--- config.mk ---
export PLATFORM = sky130hd
export DESIGN_NAME = lpsm_ctrl
export DESIGN_NICKNAME = d
export VERILOG_FILES = /design/src/lpsm_pkg.sv /design/src/lpsm_ctrl.sv
export SDC_FILE = /design/constraint.sdc
export NUM_CORES = 1
export LEC_CHECK = 0
export BUFFER_PORTS_ARGS = -buffer_cell sky130_fd_sc_hd__buf_2
export CAP_MARGIN = 0
export CELL_PAD_IN_SITES_DETAIL_PLACEMENT = 0
export CELL_PAD_IN_SITES_GLOBAL_PLACEMENT = 1
export CORE_AREA = 2 2 39 41
export CTS_BUF_LIST = sky130_fd_sc_hd__clkbuf_4 sky130_fd_sc_hd__clkbuf_8
export CTS_CLUSTER_SIZE = 8
export DETAILED_ROUTE_END_ITERATION = 12
export DIE_AREA = 0 0 41 43
export PLACE_DENSITY = 0.53
export SYNTH_ARGS = -nofsm -noshare
export SYNTH_HDL_FRONTEND = slang
export SYNTH_SLANG_ARGS = --single-unit
export TNS_END_PERCENT = 10
--- constraint.sdc ---
create_clock -name i_clk -period 0.9 [get_ports i_clk]
set_input_delay 0.045 -clock i_clk [delete_from_list [all_inputs] [get_ports i_clk]]
set_output_delay 0.045 -clock i_clk [all_outputs]
set_load 0.05 [all_outputs]
--- src/lpsm_pkg.sv ---
// Shared types, codes and defaults for the linear probe slot map.
// No dependencies; imported by every module of the block.
package lpsm_pkg;

    localparam int TABLE_ENTRIES_DEF = 4096;
    localparam int SLOT_LIMIT_DEF    = 4096;

    localparam int KEY_W    = 32;
    localparam int SLOT_W   = 12;
    localparam int USED_W   = 13;
    localparam int STAT_W   = 3;
    localparam int ACT_W    = 2;
    localparam int LIMIT_W  = 17;

    localparam logic [USED_W-1:0] MAX_SLOTS_RESET = 13'd4096;

    localparam logic [ACT_W-1:0] ACT_LOOKUP = 2'd0;
    localparam logic [ACT_W-1:0] ACT_INSERT = 2'd1;
    localparam logic [ACT_W-1:0] ACT_CLEAR  = 2'd2;

    localparam logic [STAT_W-1:0] STAT_OK        = 3'd0;
    localparam logic [STAT_W-1:0] STAT_ABSENT    = 3'd1;
    localparam logic [STAT_W-1:0] STAT_PRESENT   = 3'd2;
    localparam logic [STAT_W-1:0] STAT_EXHAUSTED = 3'd3;
    localparam logic [STAT_W-1:0] STAT_FULL      = 3'd4;

    typedef struct packed {
        logic [ACT_W-1:0] action;
        logic [KEY_W-1:0] key;
    } t_in_item;

    typedef struct packed {
        logic [SLOT_W-1:0] slot;
        logic [STAT_W-1:0] status;
    } t_out_item;

    typedef struct packed {
        logic              valid;
        logic [KEY_W-1:0]  key;
        logic [SLOT_W-1:0] slot;
    } t_entry;

    typedef enum logic [2:0] {
        ST_INIT,
        ST_IDLE,
        ST_READ,
        ST_CHECK,
        ST_CLEAR
    } t_state;

    typedef struct packed {
        logic load;
        logic step;
        logic sweep;
        logic finish;
    } t_dp_cmd;

    typedef struct packed {
        logic resolved;
        logic last_probe;
        logic sweep_last;
    } t_dp_stat;

endpackage

--- src/lpsm_ctrl.sv ---
// Sequencer for the linear probe slot map: sweep, probe and finish control.
// Depends on lpsm_pkg for state, command and status types.
module lpsm_ctrl (
    input  logic                      i_clk,
    input  logic                      i_rst_n,
    input  logic                      i_start,
    input  logic [1:0]                i_action,
    input  lpsm_pkg::t_dp_stat        i_stat,
    output lpsm_pkg::t_dp_cmd         o_cmd,
    output logic                      o_busy
);
    import lpsm_pkg::*;

    t_state r_state;
    t_state n_state;

    always_ff @(posedge i_clk) begin
        if (!i_rst_n) begin
            r_state <= ST_INIT;
        end else begin
            r_state <= n_state;
        end
    end

    always_comb begin
        n_state = r_state;
        case (r_state)
            ST_INIT: begin
                if (i_stat.sweep_last) begin
                    n_state = ST_IDLE;
                end
            end
            ST_IDLE: begin
                if (i_start) begin
                    n_state = (i_action == ACT_CLEAR) ? ST_CLEAR : ST_READ;
                end
            end
            ST_READ: begin
                n_state = ST_CHECK;
            end
            ST_CHECK: begin
                if (i_stat.resolved || i_stat.last_probe) begin
                    n_state = ST_IDLE;
                end else begin
                    n_state = ST_READ;
                end
            end
            ST_CLEAR: begin
                if (i_stat.sweep_last) begin
                    n_state = ST_IDLE;
                end
            end
            default: begin
                n_state = ST_INIT;
            end
        endcase
    end

    always_comb begin
        o_cmd  = '0;
        o_busy = 1'b1;
        case (r_state)
            ST_INIT: begin
                o_cmd.sweep = 1'b1;
            end
            ST_IDLE: begin
                o_busy     = 1'b0;
                o_cmd.load = i_start;
            end
            ST_READ: begin
            end
            ST_CHECK: begin
                if (i_stat.resolved || i_stat.last_probe) begin
                    o_cmd.finish = 1'b1;
                end else begin
                    o_cmd.step = 1'b1;
                end
            end
            ST_CLEAR: begin
                o_cmd.sweep  = 1'b1;
                o_cmd.finish = i_stat.sweep_last;
            end
            default: begin
            end
        endcase
    end

endmodule

### After elaboration in Yosys (flattened, before gate mapping)

Cells that the tools add are included.
Widths: inputs -> output; s select.

* memory bits (writable): 0
* memories: 0
* output and inout port bits: 5
* input bits: 8
* bits in registers: 3
* ROM bits: 0
* logic and storage cells: 24
* bits in latches: 0

* reductions and logical operators: 4
* bitwise gates (word level): 0
* multipliers: 0
* equal/unequal tests: 7
* shift-type cells: 0
* $lt $le $gt $ge: 0
* divide/modulo/power cells: 0
* add/subtract/negate cells: 0
* multiplexer cells: 12

Operators with widths (number)
* $pmux 3 s4: 1
* $mux 3: 3
* $eq 3x2->1 const B: 2
* $mux 1: 6
* $eq 3x1->1 const B: 1
* $eq 3x3->1 const B: 1
* $logic_not 3->1: 1
* $eq 2x2->1 const B: 1
* $mux 2: 1
* $ne 2x1->1 const B: 1
* $ne 2x2->1 const B: 1
* $pmux 1 s2: 1
* $reduce_and 2->1: 1
* $reduce_or 2->1: 1
* $logic_or 1x1->1: 1

### Depth between registers and ports, before layout

* word-level depth: 4
* gate-level depth with buffers: 3
* gate-level depth less buffers: 3

### Least setup slack after synthesis

OpenSTA, ideal clock, no wires.

* kind: register -> output
* from: register r_state[0]
* to: output port o_cmd[2] in the netlist's numbering
* stages on the path, launching flop included: 3
* slack: -1.129 ns
* buffers on the path: 0
* data arrival time: 1.984 ns
* data required time: 0.855 ns
* cells stage by stage: dfxtp_1 nand2_1 nor4_1

RTL lines
* start, declared: RTL line lpsm_ctrl.sv:14 `t_state r_state;`
* start signal, assigned: RTL line lpsm_ctrl.sv:21 `r_state <= n_state;`
* end, declared: RTL line lpsm_ctrl.sv:9 `output lpsm_pkg::t_dp_cmd o_cmd,`

==> flow_summary_export.csv <==
group,metric,value,unit
place,dp_hpwl,487,µm
route,vias,253,
cells_and_area,mostFrequentLayoutCell,"buf_2",
cells_and_area,largestRegisters,"r_state: 3 flops",
worst_setup_path,arrival,1.14,ns
sta,final.setup.worst_slack,-0.288,ns
cells_and_area,final_cells,59,
hold_path,min_path_type,"in2reg",
sta,grt_setup_unrepaired,"true",
cts,clk_latency,0.23,ns
logic_synthesis,synth_fp_nets,32,
logic_synthesis,synth_commonest_cells,"dfxtp_1 (3), nand2b_1 (2), nor2_1 (2)",
logic_synthesis,synth-seq-cells,3,
logic_synthesis,synth_area_leaders,"dfxtp_1 (29%), nand2b_4 (6.7%), nand2b_1 (6.1%)",
worst_setup_path,critPathLaunchType,"register",
worst_setup_path,cp.depth,3,
worst_setup_path,cp_max_fo,7,
global_routing,grt_max_degree,8,
cts,clockBufferDepth,2,
sta,worstMarginPinSlew,0.263,ns
route,drc,0,
sta,tns,-1.28,ns
worst_setup_path,path_cells,"nand2b_4 -> nor3b_4 -> buf_6",
cts,cts_buffers,3,
power_and_ir_drop,leakagePower,0.000182,µW
sta,finClkSkew,0.00234,ns
cells_and_area,antenna_cells,0,
global_routing,grt_pass1_wl,1.00,mm
sta,max-slew-margin-rel,82.2,%
worst_setup_path,r2r.worst_path.cells,3,
logic_synthesis,yosysUniqueCellTypes,20,
floorplanning,std_cell_rows,14,
worst_setup_path,crit_family,"flip-flops",
status,status,"finished, violations left",
floorplanning,die_height,43,µm
floorplanning,start_util,14.8,%
cts,clock-root-buffer,"clkbuf_4",
floorplanning,core,1380,µm²
global_routing,grt_pass1_vias,263,
worst_setup_path,crit_type,"reg2out",
status,violations,"negative setup slack",
worst_setup_path,worstPathRequired,0.85,ns
sta,hold_violations,0,
logic_synthesis,synth.avg_cell_area,8.55,µm²
place,place.gp.congestion,0.646,
logic_synthesis,synthCells,24,
logic_synthesis,synth_top_area_share,29.3,%
sta,setup_viol,8,
logic_synthesis,async_reset_ff_share,0,%
floorplanning,die_width,41,µm
floorplanning,io_pins,13,
cells_and_area,area_growth,105,%
global_routing,grt_overflow_total,0,
global_routing,antenna_found_initial,0,
route,drtPass1Iterations,4,
route,routed_via_density,4.29,
power_and_ir_drop,power.density,1480,nW/µm²
logic_synthesis,yosys_most_used_dff,"dfxtp_1",
logic_synthesis,ys_warn_count,0,
cells_and_area,drive_gt1_share,65.1,%
global_routing,grt_usage,8.63,%
logic_synthesis,syn_area,205,µm²
route,routedWlPerCell,10.0,µm
route,dr.first_iter.drc_count,5,
cells_and_area,final_util,30.4,%
cells_and_area,nets,52,
sta,fmax,842,MHz
logic_synthesis,ys_seq_area_share,29.3,%
cts,htree_levels,1,
power_and_ir_drop,vdd_drop_max,0.501,mV
place,placed_cells,55,
flow_run,drv_cap,0,
place,place_ws,-0.197,ns
route,postRouteAntennaNets,0,
cts,path_clk_slew,0.03,ns
sta,fin_crit_sh,132,%
sta,finalCriticalPeriod,1.19,ns
worst_setup_path,cpPeakStageDelay,0.37,ns
worst_setup_path,crit_buf_inv,1,
cts,cts_tree,"built",
sta,worst_hold_slack,0.0677,ns
worst_setup_path,end_kind,"primary output",
logic_synthesis,yosys.cell_count.top_type,"dfxtp_1",
floorplanning,die_area,1760,µm²
route,routed_wl,591,µm
cells_and_area,regMostFlops,"r_state",
logic_synthesis,synth_top_area_cell,"dfxtp_1",
worst_setup_path,slowest_stage,"dfxtp_4",
sta,slew_violations,0,
cells_and_area,final_cell_mix,"buf_2 (7), buf_6 (5), clkbuf_4 (4)",
hold_path,holdPathStages,2,
place,port_buffers,12,
cts,cts.sinks,3,
cells_and_area,largest_reg_flops,3,
logic_synthesis,synth_edf_count,0,
cts,cts_setup_buffers,0,
-- worst reg2reg max path, cell delays in order (launching register included) --
cell and delay, ns:
dfxtp_4 0.37, nand2b_4 0.16, nor3b_4 0.20, a41o_1 0.18
-- per-stage QoR --
stage / cell area [µm²] / total power (µW)
final: 420 / 623
after global routing: 420 / 656
after global placement: 350 / 337
after CTS: 420 / 638
after detailed placement: 350 / 337
after floorplan: 248 / 280
-- layer usage --
metal  GRT usage, %  wire length (µm)  up-vias
li1               -                 -      128
met1           8.65               192      119
met2           13.8               364        6
met3           3.14                35        0
met4           6.00                 0        0
met5              0                 0        -
-- layout make-up --
cell class / instances / area, µm²
fillers: 148 / 963
multi-input cells: 20 / 184
repair buffers: 15 / 114
flip-flops and latches: 3 / 68.8
clock buffers: 4 / 30.0
well taps: 16 / 20.0
inverters: 1 / 3.75
-- final timing paths --
| check | to | from | slack [ns] |
|---|---|---|---|
| hold / removal | r_state[0] | i_rst_n | 0.07 |
| setup / recovery | o_cmd[3] | r_state[2] | -0.29 |
| hold reg to reg | r_state[1] | r_state[2] | 0.51 |
| setup reg to reg | r_state[2] | r_state[2] | -0.07 |
-- kinds of logic after synthesis --
family	count (synthesis)	share of synthesized area (%)
flip-flops	3	29.3
AND/OR/NAND/NOR	15	50.6
AO/OA/AOI/OAI	5	18.3
buffers and inverters	1	1.83
-- what timing repair did --
action / 4_1_cts / 5_1_grt
endpoints found under the setup margin: 8 / 8
pin swaps: 3 / 0
gates resized for setup: 14 / 0
hold buffers: 0 / 0
-- power by group --
| group | internal [µW] | switching [µW] | leakage [µW] | total (µW) |
|---|---|---|---|---|
| clock | 196 | 68.6 | 0.0000184 | 265 |
| sequential | 142 | 18.9 | 0.0000264 | 161 |
| combinational | 84.3 | 114 | 0.000137 | 198 |
Power figures use the tool's default switching activity.
